## config.mk

```make
export PLATFORM = sky130hd
export DESIGN_NAME = stride_prefetch_table
export DESIGN_NICKNAME = d
export VERILOG_FILES = /design/src/hdl/stp_pkg.sv /design/src/hdl/stp_blkdiv.sv /design/src/hdl/stp_dpath.sv /design/src/hdl/stp_ctrl.sv /design/src/hdl/stride_prefetch_table.sv
export SDC_FILE = /design/constraint.sdc
export NUM_CORES = 2
export LEC_CHECK = 0
export ABC_AREA = 1
export BUFFER_PORTS_ARGS = -buffer_cell sky130_fd_sc_hd__clkbuf_2
export CORE_ASPECT_RATIO = 0.9
export CORE_MARGIN = 1
export CORE_UTILIZATION = 35
export CTS_CLUSTER_DIAMETER = 60
export DETAILED_ROUTE_END_ITERATION = 10
export HOLD_SLACK_MARGIN = 0.15
export PLACE_DENSITY_LB_ADDON = 0.25
export SLEW_MARGIN = 20
export SYNTH_ARGS = -nofsm -noshare
export SYNTH_HDL_FRONTEND = slang
export SYNTH_SLANG_ARGS = --single-unit
```

## constraint.sdc

```tcl
create_clock -name clk -period 16.6 [get_ports clk]
set_clock_uncertainty 0.1 [all_clocks]
set_input_delay 1.66 -clock clk [delete_from_list [all_inputs] [get_ports clk]]
set_output_delay 1.66 -clock clk [all_outputs]
set_load 0.05 [all_outputs]
```

## src/hdl/stp_pkg.sv

```systemverilog
// ----------------------------------------------------------------------------
// stp_pkg
// Shared widths, defaults and control types of the stride prefetch table.
// ----------------------------------------------------------------------------
package stp_pkg;

  localparam int KEY_W    = 32;
  localparam int ADDR_W   = 48;
  localparam int TIME_W   = 32;
  localparam int BLOCK_W  = 43;
  localparam int STRIDE_W = 44;

  localparam int DEF_ENTRIES     = 16;
  localparam int DEF_BLOCK_BYTES = 32;

  typedef struct packed {
    logic [KEY_W-1:0]    key;
    logic [BLOCK_W-1:0]  last_block;
    logic [STRIDE_W-1:0] stride;
    logic [TIME_W-1:0]   last_time;
  } entry_t;

  // controller -> datapath
  typedef struct packed {
    logic load;
    logic scan;
    logic update;
  } cmd_t;

  // datapath -> controller
  typedef struct packed {
    logic scan_done;
    logic div_ready;
  } stat_t;

endpackage

```

## src/hdl/stp_blkdiv.sv

```systemverilog
// ----------------------------------------------------------------------------
// stp_blkdiv
// Byte address to block address. A shift when the block size is a power of
// two, otherwise a multiply by the rounded-up reciprocal of the block size,
// done serially in five 10-bit slices.
// ----------------------------------------------------------------------------
module stp_blkdiv #(
  parameter int BLOCK_BYTES = stp_pkg::DEF_BLOCK_BYTES
) (
  input  logic                        clk,
  input  logic                        rst,
  input  logic                        start,
  input  logic [stp_pkg::ADDR_W-1:0]  dividend,
  output logic                        ready,
  output logic [stp_pkg::BLOCK_W-1:0] block
);

  localparam bit IS_POW2 = ((BLOCK_BYTES & (BLOCK_BYTES - 1)) == 0);

  generate
    if (IS_POW2) begin : g_shift
      localparam int SHIFT = $clog2(BLOCK_BYTES);
      logic [stp_pkg::ADDR_W-1:0] quo;

      always_ff @(posedge clk) begin
        if (rst) begin
          ready <= 1'b0;
        end else if (start) begin
          ready <= 1'b1;
        end
      end

      always_ff @(posedge clk) begin
        if (start) begin
          quo <= dividend >> SHIFT;
        end
      end

      assign block = quo[stp_pkg::BLOCK_W-1:0];
    end else begin : g_recip
      localparam int NCHUNK  = 5;
      localparam int CHUNK_W = 10;
      localparam int RCP_W   = NCHUNK * CHUNK_W;
      localparam int SUM_W   = stp_pkg::ADDR_W + CHUNK_W;
      localparam int LOG_B   = $clog2(BLOCK_BYTES);
      localparam int SH      = stp_pkg::ADDR_W + LOG_B;
      localparam int FSH     = SH - RCP_W;
      localparam int CNT_W   = $clog2(NCHUNK);
      // ceil(2^SH / BLOCK_BYTES) is exact for every 48-bit dividend
      localparam logic [63:0] RECIP_FULL =
        ((64'd1 << SH) + 64'(BLOCK_BYTES - 1)) / 64'(BLOCK_BYTES);
      localparam logic [RCP_W-1:0] RECIP     = RECIP_FULL[RCP_W-1:0];
      localparam logic [CNT_W-1:0] LAST_STEP = CNT_W'(NCHUNK - 1);

      logic                       running;
      logic [CNT_W-1:0]           step;
      logic [stp_pkg::ADDR_W-1:0] x;
      logic [RCP_W-1:0]           mult;
      logic [stp_pkg::ADDR_W-1:0] acc;
      logic [SUM_W-1:0]           prod;
      logic [SUM_W-1:0]           sum;
      logic [stp_pkg::ADDR_W-1:0] quo;

      // low slice first; the 10 low bits of each partial sum are retired
      assign prod = {{CHUNK_W{1'b0}}, x} * {{stp_pkg::ADDR_W{1'b0}}, mult[CHUNK_W-1:0]};
      assign sum  = {{CHUNK_W{1'b0}}, acc} + prod;

      always_ff @(posedge clk) begin
        if (rst) begin
          running <= 1'b0;
          ready   <= 1'b0;
          step    <= '0;
        end else if (start) begin
          running <= 1'b1;
          ready   <= 1'b0;
          step    <= '0;
        end else if (running) begin
          step <= step + 1'b1;
          if (step == LAST_STEP) begin
            running <= 1'b0;
            ready   <= 1'b1;
          end
        end
      end

      always_ff @(posedge clk) begin
        if (start) begin
          x    <= dividend;
          mult <= RECIP;
          acc  <= '0;
        end else if (running) begin
          acc  <= sum[SUM_W-1:CHUNK_W];
          mult <= {{CHUNK_W{1'b0}}, mult[RCP_W-1:CHUNK_W]};
        end
      end

      assign quo   = acc >> FSH;
      assign block = quo[stp_pkg::BLOCK_W-1:0];
    end
  endgenerate

endmodule

```

## src/hdl/stp_dpath.sv

```systemverilog
// ----------------------------------------------------------------------------
// stp_dpath
// Entry table, entry scan (key match, first free slot, oldest entry) and the
// stride update / prefetch decision.
// ----------------------------------------------------------------------------
module stp_dpath #(
  parameter int ENTRIES = stp_pkg::DEF_ENTRIES
) (
  input  logic                        clk,
  input  logic                        rst,
  input  stp_pkg::cmd_t               cmd,
  input  logic [stp_pkg::KEY_W-1:0]   access_key,
  input  logic [stp_pkg::TIME_W-1:0]  access_time,
  input  logic [stp_pkg::BLOCK_W-1:0] block,
  output logic                        scan_done,
  output logic                        prefetch_valid,
  output logic [stp_pkg::BLOCK_W-1:0] prefetch_block
);

  localparam int IW = (ENTRIES > 1) ? $clog2(ENTRIES) : 1;
  localparam int CW = $clog2(ENTRIES + 1);
  localparam logic [CW-1:0] LAST_CNT = CW'(ENTRIES);

  stp_pkg::entry_t mem [ENTRIES];
  logic [ENTRIES-1:0] valid;

  logic [stp_pkg::KEY_W-1:0]  key_q;
  logic [stp_pkg::TIME_W-1:0] time_q;

  logic [CW-1:0]   cnt;
  logic            rd_pend;
  logic [IW-1:0]   rd_idx;
  stp_pkg::entry_t rd_ent;

  logic                         hit;
  logic [IW-1:0]                hit_idx;
  logic [stp_pkg::BLOCK_W-1:0]  hit_last;
  logic [stp_pkg::STRIDE_W-1:0] hit_stride;
  logic                         inv_any;
  logic [IW-1:0]                inv_idx;
  logic                         lru_any;
  logic [IW-1:0]                lru_idx;
  logic [stp_pkg::TIME_W-1:0]   lru_time;

  logic                         rd_vld;
  logic                         rd_match;
  logic                         same_blk;
  logic                         stride_zero;
  logic                         stride_hit;
  logic                         pf;
  logic [stp_pkg::BLOCK_W-1:0]  pred_blk;
  logic [stp_pkg::STRIDE_W-1:0] new_stride;
  logic [IW-1:0]                wr_idx;
  stp_pkg::entry_t              wr_ent;

  // ---- table storage ----
  always_ff @(posedge clk) begin
    if (cmd.scan && (cnt != LAST_CNT)) begin
      rd_ent <= mem[cnt[IW-1:0]];
    end
    if (cmd.update) begin
      mem[wr_idx] <= wr_ent;
    end
  end

  always_ff @(posedge clk) begin
    if (rst) begin
      valid <= '0;
    end else if (cmd.update) begin
      valid[wr_idx] <= 1'b1;
    end
  end

  // ---- scan ----
  assign rd_vld    = valid[rd_idx];
  assign rd_match  = rd_vld && (rd_ent.key == key_q);
  assign scan_done = (cnt == LAST_CNT) && !rd_pend;

  always_ff @(posedge clk) begin
    if (cmd.load) begin
      key_q  <= access_key;
      time_q <= access_time;
    end
  end

  always_ff @(posedge clk) begin
    if (rst) begin
      cnt     <= '0;
      rd_pend <= 1'b0;
      hit     <= 1'b0;
      inv_any <= 1'b0;
      lru_any <= 1'b0;
    end else if (cmd.load) begin
      cnt     <= '0;
      rd_pend <= 1'b0;
      hit     <= 1'b0;
      inv_any <= 1'b0;
      lru_any <= 1'b0;
    end else if (cmd.scan) begin
      if (cnt != LAST_CNT) begin
        cnt     <= cnt + 1'b1;
        rd_pend <= 1'b1;
      end else begin
        rd_pend <= 1'b0;
      end
      if (rd_pend) begin
        if (rd_match) begin
          hit <= 1'b1;
        end
        if (!rd_vld) begin
          inv_any <= 1'b1;
        end else begin
          lru_any <= 1'b1;
        end
      end
    end
  end

  always_ff @(posedge clk) begin
    if (cmd.scan) begin
      if (cnt != LAST_CNT) begin
        rd_idx <= cnt[IW-1:0];
      end
      if (rd_pend) begin
        // first matching entry only
        if (rd_match && !hit) begin
          hit_idx    <= rd_idx;
          hit_last   <= rd_ent.last_block;
          hit_stride <= rd_ent.stride;
        end
        if (!rd_vld && !inv_any) begin
          inv_idx <= rd_idx;
        end
        // strict less keeps the lowest index on equal times
        if (rd_vld && (!lru_any || (rd_ent.last_time < lru_time))) begin
          lru_idx  <= rd_idx;
          lru_time <= rd_ent.last_time;
        end
      end
    end
  end

  // ---- update ----
  assign same_blk    = (hit_last == block);
  assign stride_zero = (hit_stride == '0);
  assign pred_blk    = hit_last + hit_stride[stp_pkg::BLOCK_W-1:0];
  assign stride_hit  = (pred_blk == block);
  assign new_stride  = {1'b0, block} - {1'b0, hit_last};
  assign pf          = hit && !same_blk && !stride_zero && stride_hit;

  always_comb begin
    wr_ent.key        = key_q;
    wr_ent.last_block = block;
    wr_ent.last_time  = time_q;
    if (!hit) begin
      wr_ent.stride = '0;
    end else if (same_blk || (!stride_zero && stride_hit)) begin
      wr_ent.stride = hit_stride;
    end else begin
      wr_ent.stride = new_stride;
    end
    if (hit) begin
      wr_idx = hit_idx;
    end else if (inv_any) begin
      wr_idx = inv_idx;
    end else begin
      wr_idx = lru_idx;
    end
  end

  always_ff @(posedge clk) begin
    if (cmd.update) begin
      prefetch_valid <= pf;
      prefetch_block <= pf ? (block + hit_stride[stp_pkg::BLOCK_W-1:0]) : '0;
    end
  end

endmodule

```

## src/hdl/stp_ctrl.sv

```systemverilog
// ----------------------------------------------------------------------------
// stp_ctrl
// Sequencer: accept, scan and divide, update, then strobe the result.
// ----------------------------------------------------------------------------
module stp_ctrl (
  input  logic           clk,
  input  logic           rst,
  input  logic           start,
  input  stp_pkg::stat_t stat,
  output stp_pkg::cmd_t  cmd,
  output logic           busy,
  output logic           done
);

  typedef enum logic [2:0] {
    S_IDLE = 3'b001,
    S_WORK = 3'b010,
    S_UPD  = 3'b100
  } state_t;

  state_t state, state_next;

  always_comb begin
    state_next = state;
    case (state)
      S_IDLE: begin
        if (start) begin
          state_next = S_WORK;
        end
      end
      S_WORK: begin
        if (stat.scan_done && stat.div_ready) begin
          state_next = S_UPD;
        end
      end
      S_UPD: begin
        state_next = S_IDLE;
      end
      default: begin
        state_next = S_IDLE;
      end
    endcase
  end

  always_ff @(posedge clk) begin
    if (rst) begin
      state <= S_IDLE;
      done  <= 1'b0;
    end else begin
      state <= state_next;
      done  <= (state == S_UPD);
    end
  end

  assign busy       = (state != S_IDLE);
  assign cmd.load   = start && (state == S_IDLE);
  assign cmd.scan   = (state == S_WORK);
  assign cmd.update = (state == S_UPD);

endmodule

```

## src/hdl/stride_prefetch_table.sv

```systemverilog
// ----------------------------------------------------------------------------
// stride_prefetch_table
// Reference prediction table of a stride prefetcher.
// ----------------------------------------------------------------------------
// An access is taken when start is high and busy is low; its result appears
// on prefetch_valid / prefetch_block with done high for exactly one cycle,
// cannot be held off, and stays on those outputs until the next access is
// updated. The table is scanned one entry per cycle through a single memory
// read port. When BLOCK_BYTES is not a power of two the block address comes
// from a reciprocal multiply that runs alongside the scan.
module stride_prefetch_table #(
  parameter int ENTRIES     = stp_pkg::DEF_ENTRIES,
  parameter int BLOCK_BYTES = stp_pkg::DEF_BLOCK_BYTES
) (
  input  logic                        clk,
  input  logic                        rst,
  input  logic                        start,
  output logic                        busy,
  input  logic [stp_pkg::KEY_W-1:0]   access_key,
  input  logic [stp_pkg::ADDR_W-1:0]  byte_address,
  input  logic [stp_pkg::TIME_W-1:0]  access_time,
  output logic                        done,
  output logic                        prefetch_valid,
  output logic [stp_pkg::BLOCK_W-1:0] prefetch_block
);

  stp_pkg::cmd_t               cmd;
  stp_pkg::stat_t              stat;
  logic [stp_pkg::BLOCK_W-1:0] block;
  logic                        div_ready;
  logic                        scan_done;

  assign stat.scan_done = scan_done;
  assign stat.div_ready = div_ready;

  stp_blkdiv #(
    .BLOCK_BYTES(BLOCK_BYTES)
  ) u_div (
    .clk     (clk),
    .rst     (rst),
    .start   (cmd.load),
    .dividend(byte_address),
    .ready   (div_ready),
    .block   (block)
  );

  stp_dpath #(
    .ENTRIES(ENTRIES)
  ) u_dpath (
    .clk           (clk),
    .rst           (rst),
    .cmd           (cmd),
    .access_key    (access_key),
    .access_time   (access_time),
    .block         (block),
    .scan_done     (scan_done),
    .prefetch_valid(prefetch_valid),
    .prefetch_block(prefetch_block)
  );

  stp_ctrl u_ctrl (
    .clk  (clk),
    .rst  (rst),
    .start(start),
    .stat (stat),
    .cmd  (cmd),
    .busy (busy),
    .done (done)
  );

  // ---- checks ----
  a_accept_busy: assert property (@(posedge clk) disable iff (rst)
    (start && !busy) |=> busy)
    else $error("busy not raised after an accepted transfer");

  a_done_after_busy: assert property (@(posedge clk) disable iff (rst)
    done |-> ($past(busy) && !busy))
    else $error("result strobe outside the end of an access");

  a_no_pf_zero: assert property (@(posedge clk) disable iff (rst)
    (done && !prefetch_valid) |-> (prefetch_block == '0))
    else $error("prefetch block nonzero without a prefetch");

endmodule

```

==> impl_metrics.toml <==
[status]
status = "complete, no violations"

[timing]
min_period_over_period_pct = 33.6
timing.final.hold_violations = 0
rsz_0062_raised_after_global_routing = "no"
timing.final.ws_setup_ps = 11020
fmax_mhz = 179
drv_slew = 0
worst_slew_pin_slew_ps = 1140
timing.setup.tns_ps = 0
timing.final.setup_violations = 0
layout_min_cycle_time_ps = 5580
relSlewSlack_pct = 24.1

[yosys]
syn-num-nets = 9869
synth_top_family_by_area = "simple AND/OR/NAND/NOR gates"
synth_mux_area_share_pct = 0
synth.lib_cells_used.distinct = 52
synthesis.instances = 9591
synth-simple-area-share_pct = 11.1
synth_area_mm2 = 0.118
yosys-top-cells-area = "sky130_fd_sc_hd__edfxtp_1 (72%), sky130_fd_sc_hd__o21ai_0 (5.5%), sky130_fd_sc_hd__nor2_1 (5.0%)"
synth_compound_area_share_pct = 10.3
synthesis.yosys.warnings = 0
number_of_register_bits_inferred_by_synthesis = 2883
asyncSetResetFlopFracSynth_pct = 0
average_footprint_of_a_synthesized_cell_um2 = 12.3
synth_ff_type = "sky130_fd_sc_hd__edfxtp_1"
synth-adder-area-share_pct = 1.74
synth_top_cell_by_area = "sky130_fd_sc_hd__edfxtp_1"
synth_xor_xnor_area_share_pct = 1.07
synth_top_cell_area_share_pct = 72.3
synth_edf_count = 2853
synth_seq_area_share_pct = 72.8

[drt]
routed-via-count = 77300
drt-vias-per-instance = 5.36
post_detailed_route_wirelength_per_cell_um = 24.3
finalWirelength_um = 351000
final_antenna_net_count = 0
dr.pass1.iters = 6
drt_iter0_markers = 8120
drc = 0

[clock_network]
ctsHtreeMaxLevel = 5
cts.clk_slew.worst_paths_ps = 60
cts_tree = "built"
cts_repair_resize_count = 0
clockRootBuffer = "sky130_fd_sc_hd__clkbuf_16"
post-cts-setup-buffer-count = 0
ctsLongestPathBuffers = 4
tritoncts_num_sinks = 2883
numCtsBuffers = 294
ctsHoldBuffers = 0
clock_latency_on_the_worst_skew_pair_ps = 870

[floorplan]
io_pins = 161
starting_density_of_the_core_pct = 35.2
die_area_mm2 = 0.341
fp.dieW_um = 615
floorplan.core_area_mm2 = 0.337
height_of_the_die_um = 554
core.rowCount = 202

[placement]
hpwl_um = 188000
globalplace.congestion = 0.904
io_buffer_count = 155
post-place-cells = 13900
place_worst_setup_slack_ps = 11140

[worst_setup_path]
cp_data_arrival_time_ps = 5950
startpoint_type = "register"
timing.setup.critical_path_class = "reg2reg"
reg2reg_setup_slack_ps = 11020
rr_worst_depth = 19
worst_r2r_end = "u_dpath.mem[4][55]"
worst_r2r_startpoint = "u_dpath.hit_stride[4]"
crit_fanout = 46
critPathRequiredTime_ps = 16970
worstSetupEndpointType = "register"

[min_path]
min_from = "u_dpath.rd_ent[111]"
worst_hold_path_class = "reg2reg"
min_to = "u_dpath.hit_last[35]"
hold_depth = 0

[global_route]
grt_max_degree = 225
grt_antenna_before_repair = 16
track_usage_pct = 20.0
grt_pass1_vias = 74700
global_route_wire_length_before_repair_um = 506000
grt.overflow.total = 0

[run]
drv.max_cap_violation_count = 0

[final_layout]
net_count_final = 9982
area_delta_synth_final_pct = 12.8
drive_gt1_share_pct = 7.96
final-instance-count-excl-fill = 14400
nFillCells = 31600

[pwr]
ir_drop_v = 0.0000782
fin_total_pwr_mw = 15.2
p_leak_nw = 46.6
powerDensity_mw_per_mm2 = 114
sequential cells by signal (all words and copies together), names as in the netlist, 43 cells and up:
register and cells:
u_dpath.hit_last 43, u_dpath.hit_stride 44, u_dpath.prefetch_block 43, u_div.g_shift.quo 43, u_dpath.mem 2416, u_dpath.rd_ent 151
cell type report:
class                      count  area [um^2]  share of cell area [%]
sequential                  2883        86300                    64.6
multi-input combinational   5787        28800                    21.6
clock buffer                 376         7900                    5.91
tap                         4488         5620                    4.20
timing repair buffer         312         2180                    1.64
inverter                     426         1630                    1.22
clock inverter               134         1120                   0.840
antenna                        2         5.00                 0.00375
Yosys cell counts, drive strengths merged, types with 13 or more instances:
cell	count
edfxtp	2853
a21o	18
clkbuf	463
a21oi	224
xor2	63
nand3	124
or2	17
buf	32
o21ai	1301
nor3	18
o22ai	604
inv	423
ha	160
nand4	191
nand3b	13
nand2	1251
a31oi	18
xnor2	82
dfxtp	30
nor2	1625
o21a	13
per-layer routing:
| layer | vias up | wire length [um] | part of all wire [%] | global-route usage, % |
|---|---|---|---|---|
| li1 | 35000 | - | - | - |
| met1 | 39000 | 157000 | 45 | 28.7 |
| met2 | 2742 | 163000 | 46 | 32.3 |
| met3 | 495 | 23100 | 6.6 | 2.26 |
| met4 | 2 | 7840 | 2.2 | 4.74 |
| met5 | - | 12 | 0.0034 | 0 |
power breakdown:
part | internal (mW) | total, mW | switching, mW
combinational | 0.193 | 0.655 | 0.462
clock | 3.60 | 6.34 | 2.74
sequential | 8.07 | 8.16 | 0.0975
kinds of logic after synthesis:
logic type      Yosys count
compound gates         2226
fa+ha+maj               163
flops                  2883
buf+inv                 921
xor+xnor                145
simple gates           3253
through the flow:
stage / util [%] / cell area, um^2 / hold WS, ps
finish: 39.7 / 134000 / 308
global route: 39.7 / 134000 / 305
CTS: 39.7 / 134000 / 308
detailed placement: 37.0 / 125000 / 305
global placement: 37.0 / 124000 / 303
floorplan: - / 118000 / 300
worst max-delay path: stages (launching register included):
cell and delay [ps]:
sky130_fd_sc_hd__edfxtp_1 560, sky130_fd_sc_hd__ha_1 480, sky130_fd_sc_hd__nand2_1 170, sky130_fd_sc_hd__nor2_1 310, sky130_fd_sc_hd__nand3_1 150, sky130_fd_sc_hd__nand2_1 240
sky130_fd_sc_hd__nand2_1 110, sky130_fd_sc_hd__nand2_1 190, sky130_fd_sc_hd__nand2_1 100, sky130_fd_sc_hd__nand3_1 80, sky130_fd_sc_hd__nand2_1 100, sky130_fd_sc_hd__nor2_1 110
sky130_fd_sc_hd__nand2_1 60, sky130_fd_sc_hd__nor2_1 270, sky130_fd_sc_hd__nand3_1 120, sky130_fd_sc_hd__nor2_1 200, sky130_fd_sc_hd__nand3_4 500, sky130_fd_sc_hd__nand3_1 270
sky130_fd_sc_hd__nand2_1 170, sky130_fd_sc_hd__nor2_1 870
worst max-delay path by stage:
stage	startpoint	endpoint	slack (ps)	cells after the start
global placement	u_dpath.hit_stride[4]	u_dpath.mem[0][75]	11210	19
global route	u_dpath.hit_stride[4]	u_dpath.mem[4][55]	10750	19
floorplan	u_dpath.cnt[0]	u_dpath.cnt[4]	3440	12
CTS	u_dpath.hit_stride[4]	u_dpath.mem[14][55]	11150	19
finish	u_dpath.hit_stride[4]	u_dpath.mem[4][55]	11020	19
detailed placement	u_dpath.hit_stride[4]	u_dpath.mem[2][75]	11140	19
placed cells by master, fill, tap and decap left out, types with 7 or more instances in the layout:
cell type / netlist / final
sky130_fd_sc_hd__nand2_1: 1248 / 1248
sky130_fd_sc_hd__edfxtp_1: 2853 / 2853
sky130_fd_sc_hd__bufinv_16: 0 / 15
sky130_fd_sc_hd__o21ai_0: 1301 / 1300
sky130_fd_sc_hd__nor2_1: 1588 / 1561
sky130_fd_sc_hd__a21oi_1: 224 / 223
sky130_fd_sc_hd__clkbuf_2: 0 / 155
sky130_fd_sc_hd__clkbuf_1: 463 / 71
sky130_fd_sc_hd__xor2_1: 63 / 63
sky130_fd_sc_hd__buf_4: 1 / 141
sky130_fd_sc_hd__dfxtp_1: 30 / 27
sky130_fd_sc_hd__clkinv_2: 0 / 27
sky130_fd_sc_hd__o21bai_1: 9 / 9
sky130_fd_sc_hd__inv_6: 0 / 11
sky130_fd_sc_hd__nor2_2: 35 / 42
sky130_fd_sc_hd__clkinv_1: 3 / 67
sky130_fd_sc_hd__clkbuf_16: 0 / 305
sky130_fd_sc_hd__o21a_1: 13 / 13
sky130_fd_sc_hd__or2_2: 16 / 16
sky130_fd_sc_hd__nand3_1: 119 / 119
sky130_fd_sc_hd__nor3_1: 17 / 15
sky130_fd_sc_hd__nor2_4: 1 / 21
sky130_fd_sc_hd__buf_12: 0 / 12
sky130_fd_sc_hd__ha_1: 160 / 160
sky130_fd_sc_hd__a21o_1: 18 / 18
sky130_fd_sc_hd__o22ai_1: 604 / 604
sky130_fd_sc_hd__nand3b_1: 13 / 13
sky130_fd_sc_hd__a31oi_1: 18 / 17
sky130_fd_sc_hd__o211ai_1: 7 / 7
sky130_fd_sc_hd__o221ai_1: 9 / 9
sky130_fd_sc_hd__xnor2_1: 82 / 82
sky130_fd_sc_hd__inv_1: 420 / 419
sky130_fd_sc_hd__nand4_1: 191 / 191
sky130_fd_sc_hd__o31ai_1: 7 / 7
Note: power is estimated with default switching activity, not from simulation.
